[src/hw/rtl/lcpf_pkg.sv]
// Package: widths, codes and payload types of the light curve phase folder.
package lcpf_pkg;

  localparam int TIME_W     = 56;
  localparam int FREQ_W     = 40;
  localparam int MAG_W      = 32;
  localparam int PROD_W     = 56;
  localparam int PHASE_BITS = 24;
  localparam int PHASE_W    = PHASE_BITS + 2;

  localparam int CFG_W      = 56;
  localparam int CFG_IDX_W  = 2;
  localparam int MODE_W     = 2;

  // product split into partial products
  localparam int D_LO_W = 28;
  localparam int F_LO_W = 20;
  localparam int F_HI_W = FREQ_W - F_LO_W;
  localparam int PART_W = D_LO_W + F_LO_W;

  localparam logic [CFG_IDX_W-1:0] CFG_EPOCH     = 2'd0;
  localparam logic [CFG_IDX_W-1:0] CFG_FREQUENCY = 2'd1;
  localparam logic [CFG_IDX_W-1:0] CFG_FOLD_MODE = 2'd2;

  localparam logic [MODE_W-1:0] FOLD_UPPER = 2'd0;
  localparam logic [MODE_W-1:0] FOLD_PLUS  = 2'd1;
  localparam logic [MODE_W-1:0] FOLD_NONE  = 2'd2;

  localparam logic [TIME_W-1:0] EPOCH_RST     = '0;
  localparam logic [FREQ_W-1:0] FREQUENCY_RST = FREQ_W'(64'h1_0000_0000);
  localparam logic [MODE_W-1:0] FOLD_MODE_RST = FOLD_UPPER;

  localparam logic [PHASE_BITS-1:0] PHASE_HALF = PHASE_BITS'(1) << (PHASE_BITS - 1);
  localparam logic [PHASE_W-1:0]    PHASE_ONE  = PHASE_W'(1) << PHASE_BITS;

  typedef struct packed {
    logic signed [TIME_W-1:0] obs_time;
    logic [MAG_W-1:0]         obs_magnitude;
    logic                     curve_end_in;
  } in_item_t;

  typedef struct packed {
    logic signed [PHASE_W-1:0] phase_out;
    logic [MAG_W-1:0]          magnitude_out;
    logic signed [TIME_W-1:0]  time_out;
    logic                      is_copy;
    logic                      run_last;
    logic                      curve_end_out;
  } out_item_t;

  typedef struct packed {
    logic [PART_W-1:0] p_ll;
    logic [PART_W-1:0] p_lh;
    logic [PART_W-1:0] p_hl;
    logic [PART_W-1:0] p_hh;
    in_item_t          obs;
  } part_stage_t;

  typedef struct packed {
    logic [PROD_W-1:0] frac;
    in_item_t          obs;
  } frac_stage_t;

endpackage

[src/hw/rtl/lcpf_mult.sv]
// Time difference and partial products of the phase multiply, two stages.
module lcpf_mult (
  input  logic                           clk,
  input  logic                           rst,
  input  logic                           in_valid,
  output logic                           in_stall,
  input  lcpf_pkg::in_item_t             in_data,
  input  logic [lcpf_pkg::TIME_W-1:0]    epoch,
  input  logic [lcpf_pkg::FREQ_W-1:0]    frequency,
  output logic                           part_valid,
  input  logic                           part_take,
  output lcpf_pkg::part_stage_t          part_data
);

  logic                          diff_valid;
  logic [lcpf_pkg::PROD_W-1:0]   diff;
  lcpf_pkg::in_item_t            diff_obs;
  logic                          diff_ready;
  logic                          part_ready;

  logic [lcpf_pkg::D_LO_W-1:0]                  d_lo;
  logic [lcpf_pkg::PROD_W-lcpf_pkg::D_LO_W-1:0] d_hi;
  logic [lcpf_pkg::F_LO_W-1:0]                  f_lo;
  logic [lcpf_pkg::F_HI_W-1:0]                  f_hi;

  assign part_ready = !part_valid || part_take;
  assign diff_ready = !diff_valid || part_ready;
  assign in_stall   = !diff_ready;

  assign d_lo = diff[lcpf_pkg::D_LO_W-1:0];
  assign d_hi = diff[lcpf_pkg::PROD_W-1:lcpf_pkg::D_LO_W];
  assign f_lo = frequency[lcpf_pkg::F_LO_W-1:0];
  assign f_hi = frequency[lcpf_pkg::FREQ_W-1:lcpf_pkg::F_LO_W];

  always_ff @(posedge clk) begin
    if (rst) begin
      diff_valid <= 1'b0;
      part_valid <= 1'b0;
    end else begin
      if (diff_ready) diff_valid <= in_valid;
      if (part_ready) part_valid <= diff_valid;
    end
  end

  always_ff @(posedge clk) begin
    if (diff_ready && in_valid) begin
      diff     <= lcpf_pkg::PROD_W'(in_data.obs_time - $signed(epoch));
      diff_obs <= in_data;
    end
    if (part_ready && diff_valid) begin
      part_data.p_ll <= lcpf_pkg::PART_W'(d_lo) * lcpf_pkg::PART_W'(f_lo);
      part_data.p_lh <= lcpf_pkg::PART_W'(d_lo) * lcpf_pkg::PART_W'(f_hi);
      part_data.p_hl <= lcpf_pkg::PART_W'(d_hi) * lcpf_pkg::PART_W'(f_lo);
      part_data.p_hh <= lcpf_pkg::PART_W'(d_hi) * lcpf_pkg::PART_W'(f_hi);
      part_data.obs  <= diff_obs;
    end
  end

endmodule

[src/hw/rtl/lcpf_sum.sv]
// Sum of the partial products modulo one cycle: the floored phase fraction.
module lcpf_sum (
  input  logic                   clk,
  input  logic                   rst,
  input  logic                   part_valid,
  output logic                   part_take,
  input  lcpf_pkg::part_stage_t  part_data,
  output logic                   frac_valid,
  input  logic                   frac_take,
  output lcpf_pkg::frac_stage_t  frac_data
);

  logic                        frac_ready;
  logic [lcpf_pkg::PROD_W-1:0] frac_next;

  assign frac_ready = !frac_valid || frac_take;
  assign part_take  = part_valid && frac_ready;

  assign frac_next = lcpf_pkg::PROD_W'(part_data.p_ll)
                   + (lcpf_pkg::PROD_W'(part_data.p_lh) << lcpf_pkg::F_LO_W)
                   + (lcpf_pkg::PROD_W'(part_data.p_hl) << lcpf_pkg::D_LO_W)
                   + (lcpf_pkg::PROD_W'(part_data.p_hh) << lcpf_pkg::PART_W);

  always_ff @(posedge clk) begin
    if (rst) begin
      frac_valid <= 1'b0;
    end else if (frac_ready) begin
      frac_valid <= part_valid;
    end
  end

  always_ff @(posedge clk) begin
    if (part_take) begin
      frac_data.frac <= frac_next;
      frac_data.obs  <= part_data.obs;
    end
  end

endmodule

[src/hw/rtl/lcpf_emit.sv]
// Fold decision and result register with the pending shifted copy.
module lcpf_emit (
  input  logic                           clk,
  input  logic                           rst,
  input  logic [lcpf_pkg::MODE_W-1:0]    fold_mode,
  input  logic                           frac_valid,
  output logic                           frac_take,
  input  lcpf_pkg::frac_stage_t          frac_data,
  output logic                           out_valid,
  input  logic                           out_stall,
  output lcpf_pkg::out_item_t            out_data
);

  logic                               pend;
  lcpf_pkg::out_item_t                pend_item;
  logic                               out_xfer;
  logic [lcpf_pkg::PHASE_BITS-1:0]    phase;
  logic [lcpf_pkg::PHASE_W-1:0]       phase_ext;
  logic [lcpf_pkg::PHASE_W-1:0]       copy_phase;
  logic                               copy;
  lcpf_pkg::out_item_t                orig_item;
  lcpf_pkg::out_item_t                copy_item;

  assign out_xfer  = out_valid && !out_stall;
  assign frac_take = frac_valid && !pend && (!out_valid || out_xfer);

  assign phase     = frac_data.frac[lcpf_pkg::PROD_W-1 -: lcpf_pkg::PHASE_BITS];
  assign phase_ext = {{(lcpf_pkg::PHASE_W - lcpf_pkg::PHASE_BITS){1'b0}}, phase};

  always_comb begin
    case (fold_mode)
      lcpf_pkg::FOLD_PLUS: begin
        copy       = 1'b1;
        copy_phase = phase_ext + lcpf_pkg::PHASE_ONE;
      end
      lcpf_pkg::FOLD_NONE: begin
        copy       = 1'b0;
        copy_phase = '0;
      end
      default: begin
        copy       = phase > lcpf_pkg::PHASE_HALF;
        copy_phase = phase_ext - lcpf_pkg::PHASE_ONE;
      end
    endcase
  end

  always_comb begin
    orig_item.phase_out     = $signed(phase_ext);
    orig_item.magnitude_out = frac_data.obs.obs_magnitude;
    orig_item.time_out      = frac_data.obs.obs_time;
    orig_item.is_copy       = 1'b0;
    orig_item.run_last      = !copy;
    orig_item.curve_end_out = !copy && frac_data.obs.curve_end_in;

    copy_item               = orig_item;
    copy_item.phase_out     = $signed(copy_phase);
    copy_item.is_copy       = 1'b1;
    copy_item.run_last      = 1'b1;
    copy_item.curve_end_out = frac_data.obs.curve_end_in;
  end

  always_ff @(posedge clk) begin
    if (rst) begin
      out_valid <= 1'b0;
      pend      <= 1'b0;
    end else if (out_xfer && pend) begin
      pend <= 1'b0;
    end else if (frac_take) begin
      out_valid <= 1'b1;
      pend      <= copy;
    end else if (out_xfer) begin
      out_valid <= 1'b0;
    end
  end

  always_ff @(posedge clk) begin
    if (out_xfer && pend) begin
      out_data <= pend_item;
    end else if (frac_take) begin
      out_data  <= orig_item;
      pend_item <= copy_item;
    end
  end

endmodule

[src/hw/rtl/light_curve_phase_folder.sv]
// Top level of the light curve phase folder: configuration and pipeline.
//
//  channel  direction  handshake               payload
//  in       input      in_valid / in_stall     lcpf_pkg::in_item_t
//  out      output     out_valid / out_stall   lcpf_pkg::out_item_t
//  cfg      input      cfg_write               cfg_index, cfg_data
//
// An item with no copy leaves one result, so such items enter one per cycle while out does
// not stall; with a copy it leaves two and holds the result register until the copy has left.
// The first result passes the difference, partial product, fraction and result registers.
// Reset clears all valid flags and loads the register reset values.
// A stall on out backs up through the difference, partial product, fraction and result registers to in_stall.
module light_curve_phase_folder (
  input  logic                            clk,
  input  logic                            rst,
  input  logic                            in_valid,
  output logic                            in_stall,
  input  lcpf_pkg::in_item_t              in_data,
  output logic                            out_valid,
  input  logic                            out_stall,
  output lcpf_pkg::out_item_t             out_data,
  input  logic                            cfg_write,
  input  logic [lcpf_pkg::CFG_IDX_W-1:0]  cfg_index,
  input  logic [lcpf_pkg::CFG_W-1:0]      cfg_data
);

  logic [lcpf_pkg::TIME_W-1:0] epoch;
  logic [lcpf_pkg::FREQ_W-1:0] frequency;
  logic [lcpf_pkg::MODE_W-1:0] fold_mode;

  logic                  part_valid;
  logic                  part_take;
  lcpf_pkg::part_stage_t part_data;
  logic                  frac_valid;
  logic                  frac_take;
  lcpf_pkg::frac_stage_t frac_data;

  always_ff @(posedge clk) begin
    if (rst) begin
      epoch     <= lcpf_pkg::EPOCH_RST;
      frequency <= lcpf_pkg::FREQUENCY_RST;
      fold_mode <= lcpf_pkg::FOLD_MODE_RST;
    end else if (cfg_write) begin
      case (cfg_index)
        lcpf_pkg::CFG_EPOCH:     epoch     <= cfg_data[lcpf_pkg::TIME_W-1:0];
        lcpf_pkg::CFG_FREQUENCY: frequency <= cfg_data[lcpf_pkg::FREQ_W-1:0];
        lcpf_pkg::CFG_FOLD_MODE: fold_mode <= cfg_data[lcpf_pkg::MODE_W-1:0];
        default: ;
      endcase
    end
  end

  lcpf_mult u_mult (
    .clk        (clk),
    .rst        (rst),
    .in_valid   (in_valid),
    .in_stall   (in_stall),
    .in_data    (in_data),
    .epoch      (epoch),
    .frequency  (frequency),
    .part_valid (part_valid),
    .part_take  (part_take),
    .part_data  (part_data)
  );

  lcpf_sum u_sum (
    .clk        (clk),
    .rst        (rst),
    .part_valid (part_valid),
    .part_take  (part_take),
    .part_data  (part_data),
    .frac_valid (frac_valid),
    .frac_take  (frac_take),
    .frac_data  (frac_data)
  );

  lcpf_emit u_emit (
    .clk        (clk),
    .rst        (rst),
    .fold_mode  (fold_mode),
    .frac_valid (frac_valid),
    .frac_take  (frac_take),
    .frac_data  (frac_data),
    .out_valid  (out_valid),
    .out_stall  (out_stall),
    .out_data   (out_data)
  );

`ifndef SYNTHESIS
  a_copy_last: assert property (@(posedge clk) disable iff (rst)
    out_valid && out_data.is_copy |-> out_data.run_last)
    else $error("copy result not marked last");

  a_end_last: assert property (@(posedge clk) disable iff (rst)
    out_valid && out_data.curve_end_out |-> out_data.run_last)
    else $error("curve end on a result that is not last");

  a_copy_follows: assert property (@(posedge clk) disable iff (rst)
    out_valid && !out_stall && !out_data.run_last |=> out_valid && out_data.is_copy)
    else $error("original without last flag not followed by its copy");

  a_no_copy_none: assert property (@(posedge clk) disable iff (rst)
    out_valid && fold_mode == lcpf_pkg::FOLD_NONE |-> out_data.run_last)
    else $error("result without last flag in no-copy mode");
`endif

endmodule

[config.mk]
export PLATFORM = sky130hd
export DESIGN_NAME = light_curve_phase_folder
export DESIGN_NICKNAME = d
export VERILOG_FILES = /design/src/hw/rtl/lcpf_pkg.sv /design/src/hw/rtl/lcpf_mult.sv /design/src/hw/rtl/lcpf_sum.sv /design/src/hw/rtl/lcpf_emit.sv /design/src/hw/rtl/light_curve_phase_folder.sv
export SDC_FILE = /design/constraint.sdc
export NUM_CORES = 2
export LEC_CHECK = 0
export BUFFER_PORTS_ARGS = -buffer_cell sky130_fd_sc_hd__buf_4
export CORE_ASPECT_RATIO = 0.6
export CORE_UTILIZATION = 25
export CTS_CLUSTER_DIAMETER = 150
export DETAILED_ROUTE_END_ITERATION = 16
export SLEW_MARGIN = 20
export SYNTH_ARGS = -nofsm -noshare
export SYNTH_HDL_FRONTEND = slang
export SYNTH_SLANG_ARGS = --single-unit
[constraint.sdc]
create_clock -name clk -period 36.2 [get_ports clk]
set_input_delay 1.81 -clock clk [delete_from_list [all_inputs] [get_ports clk]]
set_output_delay 1.81 -clock clk [all_outputs]
set_load 0.005 [all_outputs]
[After elaboration in Yosys (flattened, before gate mapping)]
Cells that the tools add are included.
Cells by class
  eq/ne operators: 4
  magnitude comparators: 1
  shifts and indexed selects: 0
  bitwise logic cells: 1
  $mul: 4
  $add $sub $neg: 6
  muxes and demuxes: 6
  reductions and logical operators: 29
  divide/modulo/power cells: 0
Operator list (number)
  $mux W117: 2
  $add A56 B56 Y56: 2
  $add A48 B56 Y56: 1
  $sub A56 B56 Y56: 1
  $pmux W26 S2: 1
  $mul A28 B20 Y48: 1
  $mul A28 B20 Y36: 1
  $mul A28 B20 Y28: 1
  $mul A28 B20 Y8: 1
  $add A24 B25 Y26 const B: 1
  $sub A24 B25 Y26 const B: 1
  $gt A24 B24 Y1 const B: 1
  $reduce_and A2 Y1: 5
  $logic_and A1 B1 Y1: 8
  $logic_not A1 Y1: 8
  $eq A2 B1 Y1 const B: 2
  $eq A2 B2 Y1 const B: 2
  $logic_or A1 B1 Y1: 4
  $reduce_bool A2 Y1: 2
  $logic_not A2 Y1: 1
  $mux W1: 2
  $pmux W1 S2: 1
  $reduce_or A2 Y1: 1
  $not A1 Y1: 1
Word-level totals
  output and inout port bits: 119
  register bits after elaboration: 834
  logic and storage cells: 84
  memory bits (writable): 0
  latch bits: 0
  memory bits (read-only): 0
  bits of input ports: 152
  memories: 0

[Longest topological paths before layout]
  word-level depth: 9
  depth in mapped cells: 28
  gate-level depth less buffers: 26

[By module]
Synthesis repeated with hierarchy kept, for this count alone.
Second synthesis, totals
  cell total of the unflattened synthesis: 10822
  area, all modules: 108671.7 µm²
Modules (own cells, without submodules)
  lcpf_mult: instances 1, sequential area each 12832.3 µm², cells each 9322, area an instance 88822.7 µm²
  lcpf_emit: instances 1, sequential area each 7006.7 µm², cells each 656, area an instance 8775.9 µm²
  lcpf_sum: instances 1, sequential area each 4374.2 µm², cells each 463, area an instance 6995.5 µm²
  light_curve_phase_folder: instances 1, sequential area each 1961.9 µm², cells each 381, area an instance 4077.7 µm²

[Least setup slack after synthesis]
Ideal clock, no wire load.
  path kind: input to register
  start point: input out_stall
  end point: register, netlist name u_mult.part_data[0]
  arrival time: 11.451 ns
  required time: 35.349 ns
  setup time: 0.851 ns
  setup slack: 23.897 ns
  buffers on the path: 0
  cell stages on the path: 2
  cell sequence: a21o_1 a31oi_1
On the way
  word-level cells in the longest chain between the ends: 8
Ends and longest elaborated chain
  start: declaration: line light_curve_phase_folder.sv:20  | input logic out_stall,
  $logic_not A1 Y1: line lcpf_emit.sv:24  | assign out_xfer = out_valid && !out_stall;
  $logic_and A1 B1 Y1: line lcpf_emit.sv:24
  $logic_or A1 B1 Y1: line lcpf_emit.sv:25  | assign frac_take = frac_valid && !pend && (!out_valid || out_xfer);
  $logic_and A1 B1 Y1: line lcpf_emit.sv:25
  $logic_or A1 B1 Y1: line lcpf_sum.sv:16  | assign frac_ready = !frac_valid || frac_take;
  $logic_and A1 B1 Y1: line lcpf_sum.sv:17  | assign part_take = part_valid && frac_ready;
  $logic_or A1 B1 Y1: line lcpf_mult.sv:26  | assign part_ready = !part_valid || part_take;
  $logic_and A1 B1 Y1: line lcpf_mult.sv:50  | if (part_ready && diff_valid) begin
Every way passes these cells.
A chain may end at the register's enable or synchronous reset.

[Worst setup path in the final report]
  start point: register frequency[5] (netlist bit)
  end point: register, netlist name u_mult.part_data[164]
On the way
  word-level cells in the longest chain between the ends: 1
Ends and longest elaborated chain
  start: declaration: line light_curve_phase_folder.sv:28  | logic [lcpf_pkg::FREQ_W-1:0] frequency;
  start signal: assignment: line light_curve_phase_folder.sv:41  | frequency <= lcpf_pkg::FREQUENCY_RST;
  start signal: assignment: line light_curve_phase_folder.sv:46  | lcpf_pkg::CFG_FREQUENCY: frequency <= cfg_data[lcpf_pkg::FREQ_W-1:0];
  $mul A28 B20 Y28: line lcpf_mult.sv:53  | part_data.p_hl <= lcpf_pkg::PART_W'(d_hi) * lcpf_pkg::PART_W'(f_lo);
Every way passes these cells.

==> key figures <==
Hold path
  • Min-Delay Path Class: reg2reg
  • Hold Crit Endpoint: u_sum.frac_data[21]
  • Worst Hold Launch: u_mult.part_data[21]
  • Hold path cells: 0

Critical path
  • Startpoint types: flip-flop
  • Worst R2R Setup Slack: 28.10 ns
  • R2R cell count: 23
  • WS Path Type: reg2reg
  • CP Capture Type: flip-flop
  • Crit-path max FO: 33
  • WP data arrival: 8.52 ns
  • Reg-to-Reg End: u_mult.part_data[164]
  • WP data required: 36.62 ns
  • Reg2reg start: frequency[5]

Place
  • Port Buf Inserts: 270
  • Detailed placement HPWL: 159400 um
  • GP Congestion: 0.9093
  • Worst slack, placed: 28.32 ns
  • Placed insts: 11133

Timing
  • Post-Route Skew: 0.04787 ns
  • Fmax: 0.1234 GHz
  • Fin. max-slew vios: 0
  • RSZ-0062 raised after global routing: no
  • Final setup vio count: 0
  • Period Utilization, post-route: 0.2238
  • Headroom to the max-slew limit: 0.2549
  • Hold Fails Final Rpt: 0
  • Setup TNS: 0 ns
  • Fin crit period: 8.101 ns
  • Final worst setup slack: 28.10 ns
  • Worst-margin pin slew: 1.118 ns

Final layout
  • Share of cells above drive strength 1: 0.07010
  • Fin cells: 11265
  • Commonest non-fill, non-tap cell in the layout: nand2_1
  • Most frequent cells in the layout: nand2_1, inv_1, fa_1, edfxtp_1, and2_1
  • Fin nets: 9088
  • Area grow syn2layout: 11.87%
  • Fin util: 0.2820
  • # fillers: 30773

Power and ir drop
  • PD cells: 39.47 nW/um2
  • Max VDD drop: 0.04060 mV
  • Static Leak: 36.21 nW

Routing
  • Wire length per cell: 19.09 um
  • Via density: 4.409
  • Residual DRC count: 0
  • DRT iter0 DRCs: 4562
  • Antenna Nets Post-Route: 0
  • Detailed-router iteration count before antenna repair: 6
  • WL final: 215000 um
  • Via count: 49669

Floorplanning
  • Starting Density: 0.2521
  • Die area: 299100 um2
  • Die Span Y: 424.1 um
  • Core area: 294400 um2
  • Die W: 705.4 um
  • # IOs: 271
  • Num rows: 154

GRT
  • First-pass GRT wire length: 327400 um
  • Largest net degree at the start of global routing: 117
  • Vias in the first global route: 50141
  • Total GRT Usage: 0.1442
  • Global route overflow: 0
  • Antenna violations before repair: 13

Synthesis
  • Yosys cell types: 76
  • Post-Syn Instances: 7221
  • Syn Area/Cell: 10.28 um2
  • Post-synth EDFFs: 679
  • Register bit count reported by yosys: 782
  • Cell Area, Synth: 74220 um2
  • Async S/R FF share, synth: 0
  • Syn_nets: 9003
  • Yosys warns: 0
  • Post-synthesis sequential area ratio: 0.3025
  • Synth Flop Type: edfxtp_1

Clock tree
  • Total CTS buffers: 71
  • Clk slew on worst S/H paths: 0.09 ns
  • Clock sinks: 782
  • TritonCTS clock tree: yes
  • H-tree levels: 3
  • Post-CTS Setup Bufs: 0
  • Clk buf depth: 3
  • Post-CTS Resized: 0
  • Clk root buf: clkbuf_16
  • Clk_lat worst skew: 0.69 ns
  • Hold-fix buffers, CTS: 0

Job
  • Maximum Capacitance Violations: 0

Status
  • Status: finished, final reports clean
==> metal layers <==
layer | track usage | vias to the layer above | wire length (um)
met5 | 0 | - | 13
met4 | 0.01588 | 2 | 2209
met3 | 0.05092 | 162 | 26850
met2 | 0.1827 | 2260 | 77960
met1 | 0.2330 | 25018 | 108000
li1 | - | 22227 | -
==> cell families (layout without fill, tap and decap cells) <==
family	Yosys count	after routing	synth area share
AND/OR/NAND/NOR	2364	2364	0.1459
adder cells (fa/ha/maj)	1630	1630	0.3946
AO/OA/AOI/OAI	506	506	0.04322
XOR/XNOR	227	227	0.02679
multiplexers	4	4	0.0005395
flip-flops	782	782	0.3025
buffers and inverters	1708	1848	0.08641
other	0	4	0
==> stage by stage <==
stage	instance area, um2	hold slack, ns	total power (W)
after global placement	80620	0.4002	0.002430
after global routing	83030	0.4248	0.003464
final	83030	0.4131	0.003277
after CTS	83020	0.4128	0.003262
after detailed placement	80630	0.4045	0.002440
after floorplan	74220	0.4003	0.001931
==> registers in the layout (all words and copies together), names as in the netlist <==
name,flops
epoch,56
fold_mode,2
frequency,40
u_emit.out_data,117
u_emit.out_valid,1
u_emit.pend,1
u_emit.pend_item,115
u_mult.diff,56
u_mult.diff_obs,89
u_mult.diff_valid,1
u_mult.part_data,189
u_mult.part_valid,1
u_sum.frac_data,113
u_sum.frac_valid,1
==> how the worst max path moves through the flow <==
stage,startpoint,depth (start not counted),slack (ns),endpoint
after floorplan,out_stall,2,23.90,u_mult.part_data[0]
after global placement,frequency[31],24,28.11,u_mult.part_data[218]
after detailed placement,frequency[5],23,28.32,u_mult.part_data[164]
after CTS,frequency[5],23,28.30,u_mult.part_data[164]
after global routing,frequency[5],23,27.89,u_mult.part_data[164]
final,frequency[5],23,28.10,u_mult.part_data[164]
==> power by group <==
group,leakage [nW],switching (W),internal (W)
sequential,7.21,0.0000512,0.00110
clock,1.17,0.000371,0.000441
combinational,27.8,0.000861,0.000455
total,36.2,0.00128,0.00199
==> worst max-delay path, stage by stage, from the launching register on <==
cell and delay [ns]:
dfxtp_2 0.98, buf_4 0.44, nand2_1 0.13, fa_1 0.54, inv_1 0.05, fa_1 0.53
inv_1 0.05, fa_1 0.48, fa_1 0.54, inv_1 0.05, fa_1 0.45, fa_1 0.51
fa_1 0.41, ha_1 0.34, a21o_1 0.19, a21oi_1 0.18, o21ai_0 0.14, a211oi_1 0.26
nor2_1 0.15, a41o_1 0.30, o41ai_1 0.64, o21ai_1 0.15, a21oi_1 0.20, xnor2_1 0.09
==> cells in the mapped netlist (10+ instances only) <==
| master | instances | area [um2] |
|---|---|---|
| edfxtp_1 | 679 | 20390 |
| o211ai_1 | 10 | 75.07 |
| fa_1 | 1185 | 23720 |
| inv_1 | 1347 | 5056 |
| nor2b_1 | 41 | 256.5 |
| clkbuf_1 | 348 | 1306 |
| xnor2_1 | 173 | 1515 |
| xor2_1 | 54 | 473.0 |
| o21bai_1 | 15 | 112.6 |
| o31ai_1 | 10 | 75.07 |
| o21ai_0 | 38 | 190.2 |
| and3_1 | 10 | 62.56 |
| o21a_1 | 27 | 202.7 |
| ha_1 | 445 | 5568 |
| nand3_1 | 25 | 125.1 |
| nand2_1 | 1456 | 5465 |
| dfxtp_1 | 103 | 2062 |
| nand4_1 | 20 | 125.1 |
| a21oi_1 | 221 | 1106 |
| nor2_1 | 110 | 412.9 |
| a211oi_1 | 20 | 150.1 |
| and2_1 | 611 | 3822 |
| o21ai_1 | 26 | 130.1 |
| a21o_1 | 66 | 495.5 |
| nand2b_1 | 17 | 106.4 |
| nor3_1 | 32 | 160.2 |
==> final cells by class <==
class	count	area, um2	share of cell area
multi-input combinational	4731	45420	0.5471
sequential	782	22460	0.2705
inverter	1349	5071	0.06108
tap	3900	4880	0.05877
timing repair buffer	371	2798	0.03369
clock buffer	86	1926	0.02319
clock inverter	42	464.2	0.005591
antenna	4	10.01	0.0001206
No activity file was read; power rests on OpenSTA's default activity.
